[src/hdl/wrd_pkg.sv]
package wrd_pkg;

  // Operand width in bits (8..64). Ports stay 64 bits wide; upper bits are ignored.
  localparam int WIDTH = 64;
  localparam int FIELD_W = 64;
  localparam int CNT_W = $clog2(WIDTH);

  typedef struct packed {
    logic [FIELD_W-1:0] dividend;
    logic [FIELD_W-1:0] divisor;
  } wrd_operands_t;

  typedef struct packed {
    logic [FIELD_W-1:0] quotient_out;
    logic [FIELD_W-1:0] remainder_out;
    logic               divide_by_zero;
  } wrd_result_t;

  typedef enum logic [1:0] {
    ST_IDLE,
    ST_RUN,
    ST_DONE
  } wrd_state_t;

  // Controller to datapath.
  typedef struct packed {
    logic load;
    logic step;
  } wrd_cmd_t;

  // Datapath to controller.
  typedef struct packed {
    logic divisor_zero;
  } wrd_status_t;

endpackage

[src/hdl/wide_restoring_divider_core.sv]
// Unsigned restoring divider, WIDTH-bit operands (wrd_pkg::WIDTH, 64 by default).
// Command channel: a transfer happens at the clock edge where start is high and
// busy is low; operands carries dividend and divisor (bits at and above WIDTH
// are ignored).
// Result channel: done is high for exactly one cycle while result holds the
// quotient, remainder and divide_by_zero flag; the transfer completes at the
// edge ending that cycle. The receiver has no way to stall, so it must take it.
// Iteration: one quotient bit per cycle from the shared subtractor; done rises
// after the last of the WIDTH steps. busy stays high through the done cycle, so
// a new division is accepted only after the previous result has been delivered.
// A zero divisor skips the iteration: done follows in the next cycle with
// quotient and remainder zero and divide_by_zero set.
// Reset (rst, synchronous) returns the controller to idle and drops any
// division in flight; no result is produced for it.
module wide_restoring_divider_core
  import wrd_pkg::*;
(
  input  logic          clk,
  input  logic          rst,
  input  logic          start,
  input  wrd_operands_t operands,
  output logic          busy,
  output logic          done,
  output wrd_result_t   result
);

  wrd_cmd_t    cmd;     // load / step from the controller
  wrd_status_t status;  // divisor-zero detect back to the controller

  // Sequencer: idle -> run (WIDTH steps) -> done strobe; a zero divisor goes from idle straight to done.
  wrd_ctrl u_ctrl (
    .clk    (clk),
    .rst    (rst),
    .start  (start),
    .status (status),
    .cmd    (cmd),
    .busy   (busy),
    .done   (done)
  );

  // Remainder / quotient shift registers and the single subtractor.
  wrd_dpath u_dpath (
    .clk      (clk),
    .operands (operands),
    .cmd      (cmd),
    .status   (status),
    .result   (result)
  );

endmodule

[src/hdl/wrd_dpath.sv]
module wrd_dpath
  import wrd_pkg::*;
(
  input  logic          clk,
  input  wrd_operands_t operands,
  input  wrd_cmd_t      cmd,
  output wrd_status_t   status,
  output wrd_result_t   result
);

  logic [WIDTH-1:0] rem;
  logic [WIDTH-1:0] quo;   // holds dividend bits, quotient bits shift in at the bottom
  logic [WIDTH-1:0] dvs;
  logic             dz;

  logic [WIDTH-1:0] rem_next;
  logic [WIDTH-1:0] quo_next;
  logic [WIDTH:0]   shifted;
  logic [WIDTH+1:0] diff;
  logic             fits;

  assign status.divisor_zero = (operands.divisor[WIDTH-1:0] == '0);

  // Partial remainder carries the extra top bit; borrow of diff decides the quotient bit.
  assign shifted = {rem, quo[WIDTH-1]};
  assign diff    = {1'b0, shifted} - {2'b00, dvs};
  assign fits    = !diff[WIDTH+1];

  always_comb begin
    rem_next = rem;
    quo_next = quo;
    if (cmd.load) begin
      rem_next = '0;
      quo_next = status.divisor_zero ? '0 : operands.dividend[WIDTH-1:0];
    end else if (cmd.step) begin
      rem_next = fits ? diff[WIDTH-1:0] : shifted[WIDTH-1:0];
      quo_next = {quo[WIDTH-2:0], fits};
    end
  end

  always_ff @(posedge clk) begin
    rem <= rem_next;
    quo <= quo_next;
    if (cmd.load) begin
      dvs <= operands.divisor[WIDTH-1:0];
      dz  <= status.divisor_zero;
    end
  end

  assign result.quotient_out   = FIELD_W'(quo);
  assign result.remainder_out  = FIELD_W'(rem);
  assign result.divide_by_zero = dz;

endmodule

[src/hdl/wrd_ctrl.sv]
module wrd_ctrl
  import wrd_pkg::*;
(
  input  logic        clk,
  input  logic        rst,
  input  logic        start,
  input  wrd_status_t status,
  output wrd_cmd_t    cmd,
  output logic        busy,
  output logic        done
);

  wrd_state_t       state;
  wrd_state_t       state_next;
  logic [CNT_W-1:0] cnt;
  logic [CNT_W-1:0] cnt_next;

  always_comb begin
    state_next = state;
    unique case (state)
      ST_IDLE: begin
        if (start) begin
          state_next = status.divisor_zero ? ST_DONE : ST_RUN;
        end
      end
      ST_RUN: begin
        if (cnt == '0) begin
          state_next = ST_DONE;
        end
      end
      ST_DONE: state_next = ST_IDLE;
      default: state_next = ST_IDLE;
    endcase
  end

  always_comb begin
    cmd.load = 1'b0;
    cmd.step = 1'b0;
    busy     = 1'b1;
    done     = 1'b0;
    cnt_next = cnt;
    unique case (state)
      ST_IDLE: begin
        busy     = 1'b0;
        cmd.load = start;
        cnt_next = CNT_W'(WIDTH - 1);
      end
      ST_RUN: begin
        cmd.step = 1'b1;
        cnt_next = cnt - CNT_W'(1);
      end
      ST_DONE: done = 1'b1;
      default: busy = 1'b1;
    endcase
  end

  always_ff @(posedge clk) begin
    if (rst) begin
      state <= ST_IDLE;
      cnt   <= '0;
    end else begin
      state <= state_next;
      cnt   <= cnt_next;
    end
  end

  a_done_one_cycle: assert property (@(posedge clk) disable iff (rst)
    (state == ST_DONE) |=> (state == ST_IDLE))
    else $error("done strobe lasted more than one cycle");

  a_count_down: assert property (@(posedge clk) disable iff (rst)
    (state == ST_RUN && cnt != '0) |=> (state == ST_RUN && cnt == $past(cnt) - CNT_W'(1)))
    else $error("bit counter skipped or run ended early");

  a_load_starts_run: assert property (@(posedge clk) disable iff (rst)
    (cmd.load && !status.divisor_zero) |=> (state == ST_RUN && cnt == CNT_W'(WIDTH - 1)))
    else $error("load did not start a full-length run");

  a_zero_skips: assert property (@(posedge clk) disable iff (rst)
    (cmd.load && status.divisor_zero) |=> (state == ST_DONE))
    else $error("zero divisor did not go straight to done");

endmodule

[config.mk]
export PLATFORM = sky130hd
export DESIGN_NAME = wide_restoring_divider_core
export DESIGN_NICKNAME = d
export VERILOG_FILES = /design/src/hdl/wrd_pkg.sv /design/src/hdl/wide_restoring_divider_core.sv /design/src/hdl/wrd_dpath.sv /design/src/hdl/wrd_ctrl.sv
export SDC_FILE = /design/constraint.sdc
export NUM_CORES = 1
export LEC_CHECK = 0
export ABC_CLOCK_PERIOD_IN_PS = 6920
export BUFFER_PORTS_ARGS = -buffer_cell sky130_fd_sc_hd__clkbuf_2
export CAP_MARGIN = 20
export CORE_MARGIN = 2
export CORE_UTILIZATION = 58
export DETAILED_ROUTE_END_ITERATION = 6
export PLACE_DENSITY = 0.95
export SLEW_MARGIN = 20
export SYNTH_ARGS = -nofsm -noshare
export SYNTH_HDL_FRONTEND = slang
export SYNTH_SLANG_ARGS = --single-unit
[constraint.sdc]
create_clock -name clk -period 6.92 [get_ports clk]
set_input_delay 0.692 -clock clk [delete_from_list [all_inputs] [get_ports clk]]
set_output_delay 0.692 -clock clk [all_outputs]
set_load 0.01 [all_outputs]
Word level (Yosys, flattened, before mapping)

Index checks and enable logic that the tools add are counted.

Add/subtract/negate cells: 2
Eq/ne operators: 4
Muxes and demuxes: 13
Reductions and logical operators: 7

Operators by type and width:

| kind                | number |
|---|---|
| $mux 64             | 4 |
| $sub 65x64->66      | 1 |
| $logic_not 64->1    | 1 |
| $pmux 6 s2          | 1 |
| $logic_not 6->1     | 1 |
| $mux 2              | 3 |
| $sub 6x1->6 const B | 1 |
| $mux 1              | 4 |
| $pmux 2 s2          | 1 |
| $reduce_bool 2->1   | 2 |
| $eq 2x1->1 const B  | 1 |
| $eq 2x2->1 const B  | 1 |
| $logic_not 2->1     | 1 |
| $ne 2x1->1 const B  | 1 |
| $ne 2x2->1 const B  | 1 |
| $reduce_and 2->1    | 1 |
| $logic_not 1->1     | 1 |

Flip-flop bits (word level): 201
Bits of input ports: 131
Output and inout port bits: 131
Logic and storage cells: 32

Depth between registers and ports, before layout

Gate-level depths: netlist of the first run.

Word-level depth: 4
Mapped depth: 16
Depth with buffers taken out: 14

By module

Synthesis of the first run repeated with hierarchy kept, for this count alone.

Cells, all modules: 1266
Area, all modules: 12167.9 um^2

Modules (own cells, without submodules):

| module    | times used | cells an instance | area an instance (um^2) | seq. area each (um^2) |
|---|---|---|---|---|
| wrd_dpath | 1          | 1219              | 11765.0                 | 5154.9 |
| wrd_ctrl  | 1          | 47                | 402.9                   | 160.2 |

Least setup slack after synthesis of the first run

No wires, ideal clock.

Path kind: input to register
Start: in start
End: reg u_dpath.dvs[0] (enable)
Library setup time: 0.455 ns
Data arrival time: 2.932 ns
Required time: 6.465 ns
Path slack: 3.533 ns
Cell stages on the path: 3
Path buffers: 1
Cell sequence: nand2_1 -> inv_1 -> buf_1

RTL lines:

| what                 | line                              | text |
|---|---|---|
| start, declared      | wide_restoring_divider_core.sv:20 | `input logic start,` |
| end signal, assigned | wrd_dpath.sv:45                   | `dvs <= operands.divisor[WIDTH-1:0];` |
| end, declared        | wrd_dpath.sv:13                   | `logic [WIDTH-1:0] dvs;` |

Worst setup path after layout of the first run

Start: reg u_dpath.dvs[1]
End: reg u_dpath.rem[39]

Longest elaborated chain between the ends: 2

Ends and longest elaborated chain:

| what                 | line            | text |
|---|---|---|
| $sub 65x64->66       | wrd_dpath.sv:26 | `assign diff = {1'b0, shifted} - {2'b00, dvs};` |
| $mux 64              | wrd_dpath.sv:36 | `rem_next = fits ? diff[WIDTH-1:0] : shifted[WIDTH-1:0];` |
| end signal, assigned | wrd_dpath.sv:42 | `rem <= rem_next;` |
| end, declared        | wrd_dpath.sv:11 | `logic [WIDTH-1:0] rem;` |

Every way passes these cells.
A chain may end at the register's enable or synchronous reset.

==> run summary, run 1 <==
Area of the mapped netlist = 0.0118 mm^2
Main synth FF type = sky130_fd_sc_hd__edfxtp_1
Crit path DAT = 4720 ps
Switching power = 2.62 mW
Root buf cell = sky130_fd_sc_hd__clkbuf_16
Post-synthesis sequential area ratio = 45.0%
Largest family of logic cells by synthesized area = compound AO/OA/AOI/OAI gates
Fraction of the mapped netlist area in adder cells = 7.15%
Vias in the first global route = 10800
Full die area = 0.0215 mm^2
Result of the run = completed
Largest vdd supply drop = 0.331 mV
Start point of the worst hold path = operands[48]
Endpoint kind of the worst setup timing path = flip-flop
Synth async-reset ratio = 0%
Chip width = 147 um
Longest Clk Path Bufs = 3
Effective utilization at floorplan = 58.8%
Normalized max-slew margin = 32.9%
Overflow left after global routing = 0
Port Buffers = 261
Total number of H-tree levels = 1
Number of setup violations in the final report = 0
Number of buffers inserted during clock tree synthesis = 24
Number of inserted diodes = 0
Req. time, crit path = 7400 ps
TritonCTS clock tree = built
Xor-xnor portion of the synthesized cell area = 4.52%
Final routed wirelength across all metal layers = 35300 um
Beginning of the worst register-to-register path = u_dpath.dvs[1]
Detail-routed via count per cell = 6.06
Hold WC Path Type = input port to flip-flop
Layout Skew = 17.9 ps
Syn Inst Count = 1327
Static Leakage = 6.40 nW
Worst setup SP type = flip-flop
#FFs+latches synth = 201
Max-cap check violation count = 0
Final cycle utilization of the critical path = 61.4%
Internal power summed over all cells = 3.46 mW
Initial antenna violation count = 0
DRT Pass-1 Iters = 5
DRT antenna net count = 0
Maximum fanout encountered on the critical timing path = 22
Hold-fix buffers at CTS = 0
Fraction of synthesized area in multiplexers = 1.97%
Post-Synthesis Mean Instance Area = 8.91 um^2
Worst Setup SP = u_dpath.dvs[1]
Detailed-route DRC error count = 0
Routability congestion estimate = 0.989
Area growth from synthesis to layout = 19.1%
Distinct cell type count after synthesis = 68
Total cell area at the placement stage = 0.0133 mm^2
Maximum number of pins on one net before global-route repair = 87
Total Nets Final = 1748
Total via count after detailed routing = 11100
Ratio of cells with drive above 1 in the final layout = 21.2%
Routed wirelength normalized by instance count = 19.2 um
Final critical-path required period = 4250 ps
Iteration-0 DRC count of the detailed router = 1236
Post-synthesis simple-gate area fraction = 17.7%
Core Region = 0.0201 mm^2
Source-to-sink clock delay at the later pin of the worst-skew pair = 530 ps
Transition time at the pin with the least slew margin = 981 ps
Combinational share of power = 48.5%
Count of final hold-check violations = 0
Quantity of gates resized following cts = 0
Clock transition at path regs = 70 ps
Layout filler cell count = 1466
Yosys warns = 0
Die outline height = 147 um
Num Clock Sinks = 201
Max-slew violation total from the final report = 0
Total Neg Setup Slack = 0 ps
Post-synthesis compound-gate area fraction = 18.4%
Buffers inserted during post-CTS setup optimization = 0
Share of power burned in registers = 30.8%
Share of total power in the clock network = 20.7%
Switching part of the total power = 43.1%
GRT Resource Usage Total = 31.8%
Achievable clock frequency = 0.235 GHz
Number of nets in the synthesized netlist = 1525
Number of flops mapped to enable cells by yosys = 129
Top-level I/O count = 262
Sum of net half-perimeters after detailed placement = 25600 um
Unrepaired setup endpoints after global routing = false
Number of rows created at floorplan = 52
Power Dens Cells = 432 mW/mm^2
CP Class = flip-flop to flip-flop
First-pass GRT wire length = 55100 um
Finished Cell Area = 0.0141 mm^2
==> metrics by stage <==
step	power, mW	util, %	hold WS, ps	setup slack [ps]	instances
floorplan	3.90	-	426	3530	1327
global placement	4.68	66.0	444	2910	1794
detailed placement	4.76	66.0	455	2790	1794
CTS	6.03	70.0	344	2710	1838
global route	6.44	70.0	353	2450	1838
finish	6.08	70.0	357	2670	1838
==> power groups by stage <==
stage / clock network [mW] / logic [mW] / registers (mW)
3_3_place_gp: 0 / 2.80 / 1.87
4_1_cts: 1.27 / 2.90 / 1.86
3_5_place_dp: 0 / 2.88 / 1.88
6_report: 1.26 / 2.95 / 1.87
5_1_grt: 1.31 / 3.23 / 1.90
2_1_floorplan: 0 / 1.98 / 1.92
==> registers in the layout, summed over array words and instances, names as in the netlist <==
name	count
u_dpath.quo	64
u_ctrl.cnt	6
u_dpath.rem	64
u_ctrl.state	2
u_dpath.dz	1
u_dpath.dvs	64
==> per-layer routing <==
metal  routed length [um]  global-route usage (%)  up-vias
met5                    0                       0        -
met4                 1250                    11.4        0
met3                 3280                    5.47       85
met2                17600                    55.7      615
met1                13200                    39.6     5221
li1                     -                       -     5215
==> kinds of logic after synthesis <==
group | after synthesis
AND/OR/NAND/NOR | 469
AO/OA/AOI/OAI | 344
flip-flops | 201
buffers and inverters | 162
adder cells (fa/ha/maj) | 67
XOR/XNOR | 61
multiplexers | 23
==> worst max-delay path, stage by stage, from the launching register on <==
cell and delay (ps):
sky130_fd_sc_hd__edfxtp_1 380, sky130_fd_sc_hd__inv_1 80, sky130_fd_sc_hd__ha_1 290, sky130_fd_sc_hd__nor2b_1 270
sky130_fd_sc_hd__o211ai_4 130, sky130_fd_sc_hd__a2111oi_4 400, sky130_fd_sc_hd__o31ai_2 130, sky130_fd_sc_hd__a211oi_2 390
sky130_fd_sc_hd__o31a_2 260, sky130_fd_sc_hd__a21oi_2 110, sky130_fd_sc_hd__o41a_1 750, sky130_fd_sc_hd__buf_4 360
sky130_fd_sc_hd__or3_1 350, sky130_fd_sc_hd__mux2_2 260, sky130_fd_sc_hd__nand2_1 60
==> final cells by class <==
class / instances / area, um^2 / area share (%)
repair buffers: 271 / 1390 / 9.84
flip-flops and latches: 201 / 5320 / 37.8
well taps: 270 / 338 / 2.40
clock buffers: 28 / 636 / 4.52
clock inverters: 16 / 164 / 1.16
multi-input cells: 964 / 5910 / 42.0
inverters: 88 / 333 / 2.36
==> placed cells by master (no fill, tap or decap), types with 11 or more instances in the layout <==
| cell type | count |
|---|---|
| sky130_fd_sc_hd__dfxtp_1 | 72 |
| sky130_fd_sc_hd__o21bai_1 | 11 |
| sky130_fd_sc_hd__o21ai_0 | 50 |
| sky130_fd_sc_hd__a21o_1 | 31 |
| sky130_fd_sc_hd__xor2_1 | 20 |
| sky130_fd_sc_hd__inv_1 | 86 |
| sky130_fd_sc_hd__nor4_1 | 24 |
| sky130_fd_sc_hd__a31oi_1 | 13 |
| sky130_fd_sc_hd__clkbuf_16 | 24 |
| sky130_fd_sc_hd__nand3_1 | 80 |
| sky130_fd_sc_hd__nand2_1 | 235 |
| sky130_fd_sc_hd__a21oi_1 | 109 |
| sky130_fd_sc_hd__o21ai_1 | 50 |
| sky130_fd_sc_hd__xnor2_1 | 41 |
| sky130_fd_sc_hd__ha_1 | 66 |
| sky130_fd_sc_hd__mux2i_1 | 21 |
| sky130_fd_sc_hd__edfxtp_1 | 129 |
| sky130_fd_sc_hd__nand4_1 | 23 |
| sky130_fd_sc_hd__a32oi_1 | 13 |
| sky130_fd_sc_hd__nor3_1 | 15 |
| sky130_fd_sc_hd__clkbuf_2 | 261 |
| sky130_fd_sc_hd__nor2_1 | 55 |
==> cell usage after synthesis, drive strengths merged (21+ instances only) <==
| cell type | n | area, um^2 |
|---|---|---|
| nor2 | 56 | 210 |
| a21o | 31 | 233 |
| inv | 88 | 330 |
| ha | 66 | 826 |
| nand2 | 236 | 886 |
| edfxtp | 129 | 3870 |
| o21ai | 100 | 500 |
| nor4 | 24 | 150 |
| a21oi | 110 | 554 |
| nand3 | 80 | 400 |
| mux2i | 21 | 210 |
| clkbuf | 54 | 203 |
| dfxtp | 72 | 1440 |
| xnor2 | 41 | 359 |
| nand4 | 23 | 144 |
==> worst paths after layout <==
kind | cells past startpoint | slack, ps | to
max reg2reg | 14 | 2670 | u_dpath.rem[39]
max | 14 | 2670 | u_dpath.rem[39]
min | 1 | 360 | u_dpath.dvs[48]
min reg2reg | 1 | 460 | u_ctrl.cnt[0]
No activity file was read; power rests on OpenSTA's default activity.
==> inputs of run 2 (changes only) <==
--- a/config.mk
+++ b/config.mk
@@ -5,13 +5,13 @@
 export SDC_FILE = /design/constraint.sdc
 export NUM_CORES = 1
 export LEC_CHECK = 0
-export ABC_CLOCK_PERIOD_IN_PS = 6920
+export ABC_CLOCK_PERIOD_IN_PS = 3600
 export BUFFER_PORTS_ARGS = -buffer_cell sky130_fd_sc_hd__clkbuf_2
 export CAP_MARGIN = 20
 export CORE_MARGIN = 2
-export CORE_UTILIZATION = 58
+export CORE_UTILIZATION = 50
 export DETAILED_ROUTE_END_ITERATION = 6
-export PLACE_DENSITY = 0.95
+export PLACE_DENSITY = 0.88
 export SLEW_MARGIN = 20
 export SYNTH_ARGS = -nofsm -noshare
 export SYNTH_HDL_FRONTEND = slang
==> constraint.sdc (replaced) <==
create_clock -name clk -period 3.6 [get_ports clk]
set_input_delay 0.36 -clock clk [delete_from_list [all_inputs] [get_ports clk]]
set_output_delay 0.36 -clock clk [all_outputs]
set_load 0.01 [all_outputs]
==> run 2 against run 1 <==
Effect of this change:
- design area grew 4.0%
- via count grew 0.83%
- non-clock buffer count grew 51
- sequential cell count is the same
- register-to-register slack lost 2600 ps
- sequential share of layout area shrank 1.4 points
- maximum frequency grew 21%
==> run summary, run 2 (synthesized netlist as in run 1, its figures left out) <==
Number of rows created at floorplan = 56
Hold WC Path Type = input port to flip-flop
Source-to-sink clock delay at the later pin of the worst-skew pair = 530 ps
R2r endpoint = u_dpath.rem[59]
Top-level I/O count = 262
Achievable clock frequency = 0.286 GHz
Num Clock Sinks = 201
GRT Resource Usage Total = 28.6%
Static Leakage = 6.70 nW
Finished Cell Area = 0.0146 mm^2
Leading cell type in the layout, fill and taps excluded = sky130_fd_sc_hd__clkbuf_2
Max-cap check violation count = 0
Normalized max-slew margin = 50.1%
Initial antenna violation count = 0
Worst reg-to-reg path cell count = 14
Result of the run = completed
Full die area = 0.0249 mm^2
Total via count after detailed routing = 11200
Clock transition at path regs = 60 ps
Area growth from synthesis to layout = 23.8%
Overflow left after global routing = 0
Final cycle utilization of the critical path = 97.2%
Sum of net half-perimeters after detailed placement = 27600 um
Detail-routed via count per cell = 5.80
Worst Setup SP = u_dpath.dvs[8]
Effective utilization at floorplan = 50.7%
Power Dens Cells = 851 mW/mm^2
Crit path DAT = 3980 ps
Max-slew violation total from the final report = 0
Endpoint kind of the worst setup timing path = flip-flop
Largest vdd supply drop = 0.523 mV
Transition time at the pin with the least slew margin = 749 ps
Req. time, crit path = 4080 ps
Most frequent cells in the layout = sky130_fd_sc_hd__clkbuf_2 (261), sky130_fd_sc_hd__nand2_1 (235), sky130_fd_sc_hd__edfxtp_1 (129)
Final critical-path required period = 3500 ps
Detailed-route DRC error count = 0
Total Nets Final = 1798
Iteration-0 DRC count of the detailed router = 970
Capturing instance or port of the critical path = u_dpath.rem[59]
Core Region = 0.0233 mm^2
Overall Power = 12.5 mW
Root buf cell = sky130_fd_sc_hd__clkbuf_16
Hold_ws = 16.0 ps
TritonCTS clock tree = built
Flop-to-flop setup slack = 100 ps
Die outline height = 158 um
Number of inserted diodes = 0
Vias in the first global route = 10800
CP Class = flip-flop to flip-flop
Longest Clk Path Bufs = 3
Final routed wirelength across all metal layers = 36700 um
Number of buffers inserted during clock tree synthesis = 23
DRT Pass-1 Iters = 6
Maximum fanout encountered on the critical timing path = 6
Layout Skew = 16.4 ps
First-pass GRT wire length = 56100 um
Total cell area at the placement stage = 0.0137 mm^2
Routability congestion estimate = 0.960
Worst setup SP type = flip-flop
Chip width = 158 um
Total number of H-tree levels = 1
Largest regs = u_dpath.dvs: 64 flops, u_dpath.quo: 64 flops, u_dpath.rem: 64 flops
Start point of the worst hold path = operands[48]
Count of final hold-check violations = 0
Ratio of cells with drive above 1 in the final layout = 24.2%
Maximum number of pins on one net before global-route repair = 72
Routed wirelength normalized by instance count = 19.0 um
DRT antenna net count = 0
Number of setup violations in the final report = 0
Port Buffers = 261
Beginning of the worst register-to-register path = u_dpath.dvs[8]
## run 2: through the flow
step	setup WS, ps	utilization (%)	TNS, ps	cells
floorplan	271	-	0	1327
detailed placement	43.3	58.9	0	1891
global placement	74.5	58.9	0	1891
finish	99.4	62.7	0	1936
global route	-45.2	62.7	-89.0	1936
CTS	16.0	62.4	0	1933
## run 2: metal layers
layer	track usage [%]	vias up	part of all wire, %
li1	-	5312	-
met1	35.6	5250	39
met2	48.7	567	48
met3	5.01	99	8.6
met4	12.3	0	4.5
met5	0	-	0
## run 2: worst min-delay path by stage
| stage | end | cells past startpoint |
|---|---|---|
| 2_1_floorplan | u_ctrl.cnt[0] | 1 |
| 3_3_place_gp | u_ctrl.cnt[0] | 1 |
| 4_1_cts | u_dpath.dvs[48] | 1 |
| 5_1_grt | u_dpath.dvs[57] | 1 |
| 3_5_place_dp | u_ctrl.cnt[0] | 1 |
| 6_report | u_dpath.dvs[48] | 1 |
## run 2: report_power, final
group          internal [mW]  switching (mW)  leakage [nW]
clock                   1.56            1.01         0.403
sequential              3.06           0.542          1.85
combinational           2.59            3.70          4.45
total                   7.21            5.25          6.70
## run 2: final cells by class
cell class / count / area [um^2]
tap: 319 / 399
inverter: 88 / 333
multi-input combinational: 964 / 5960
clock buffer: 28 / 594
timing repair buffer: 322 / 1810
sequential: 201 / 5320
fill: 1980 / 8700
clock inverter: 14 / 223
## run 2: worst max-delay path, cell delays in order, from the launching register on
cell	delay (ps)
sky130_fd_sc_hd__edfxtp_1	340
sky130_fd_sc_hd__inv_1	60
sky130_fd_sc_hd__ha_1	390
sky130_fd_sc_hd__nand4_1	140
sky130_fd_sc_hd__a2111oi_0	470
sky130_fd_sc_hd__a21bo_1	250
sky130_fd_sc_hd__nor3_2	90
sky130_fd_sc_hd__o41ai_2	270
sky130_fd_sc_hd__buf_4	190
sky130_fd_sc_hd__a31oi_1	90
sky130_fd_sc_hd__buf_4	190
sky130_fd_sc_hd__o31ai_1	420
sky130_fd_sc_hd__a21oi_1	160
sky130_fd_sc_hd__mux2_2	300
sky130_fd_sc_hd__nand2_1	60
## run 2: timing repair
item / in CTS / in global routing
hold endpoints to repair: 0 / 0
hold buffers: 0 / 0
setup endpoints to repair: 0 / 51
resized for setup: 0 / 12
buffers inserted: 0 / 2
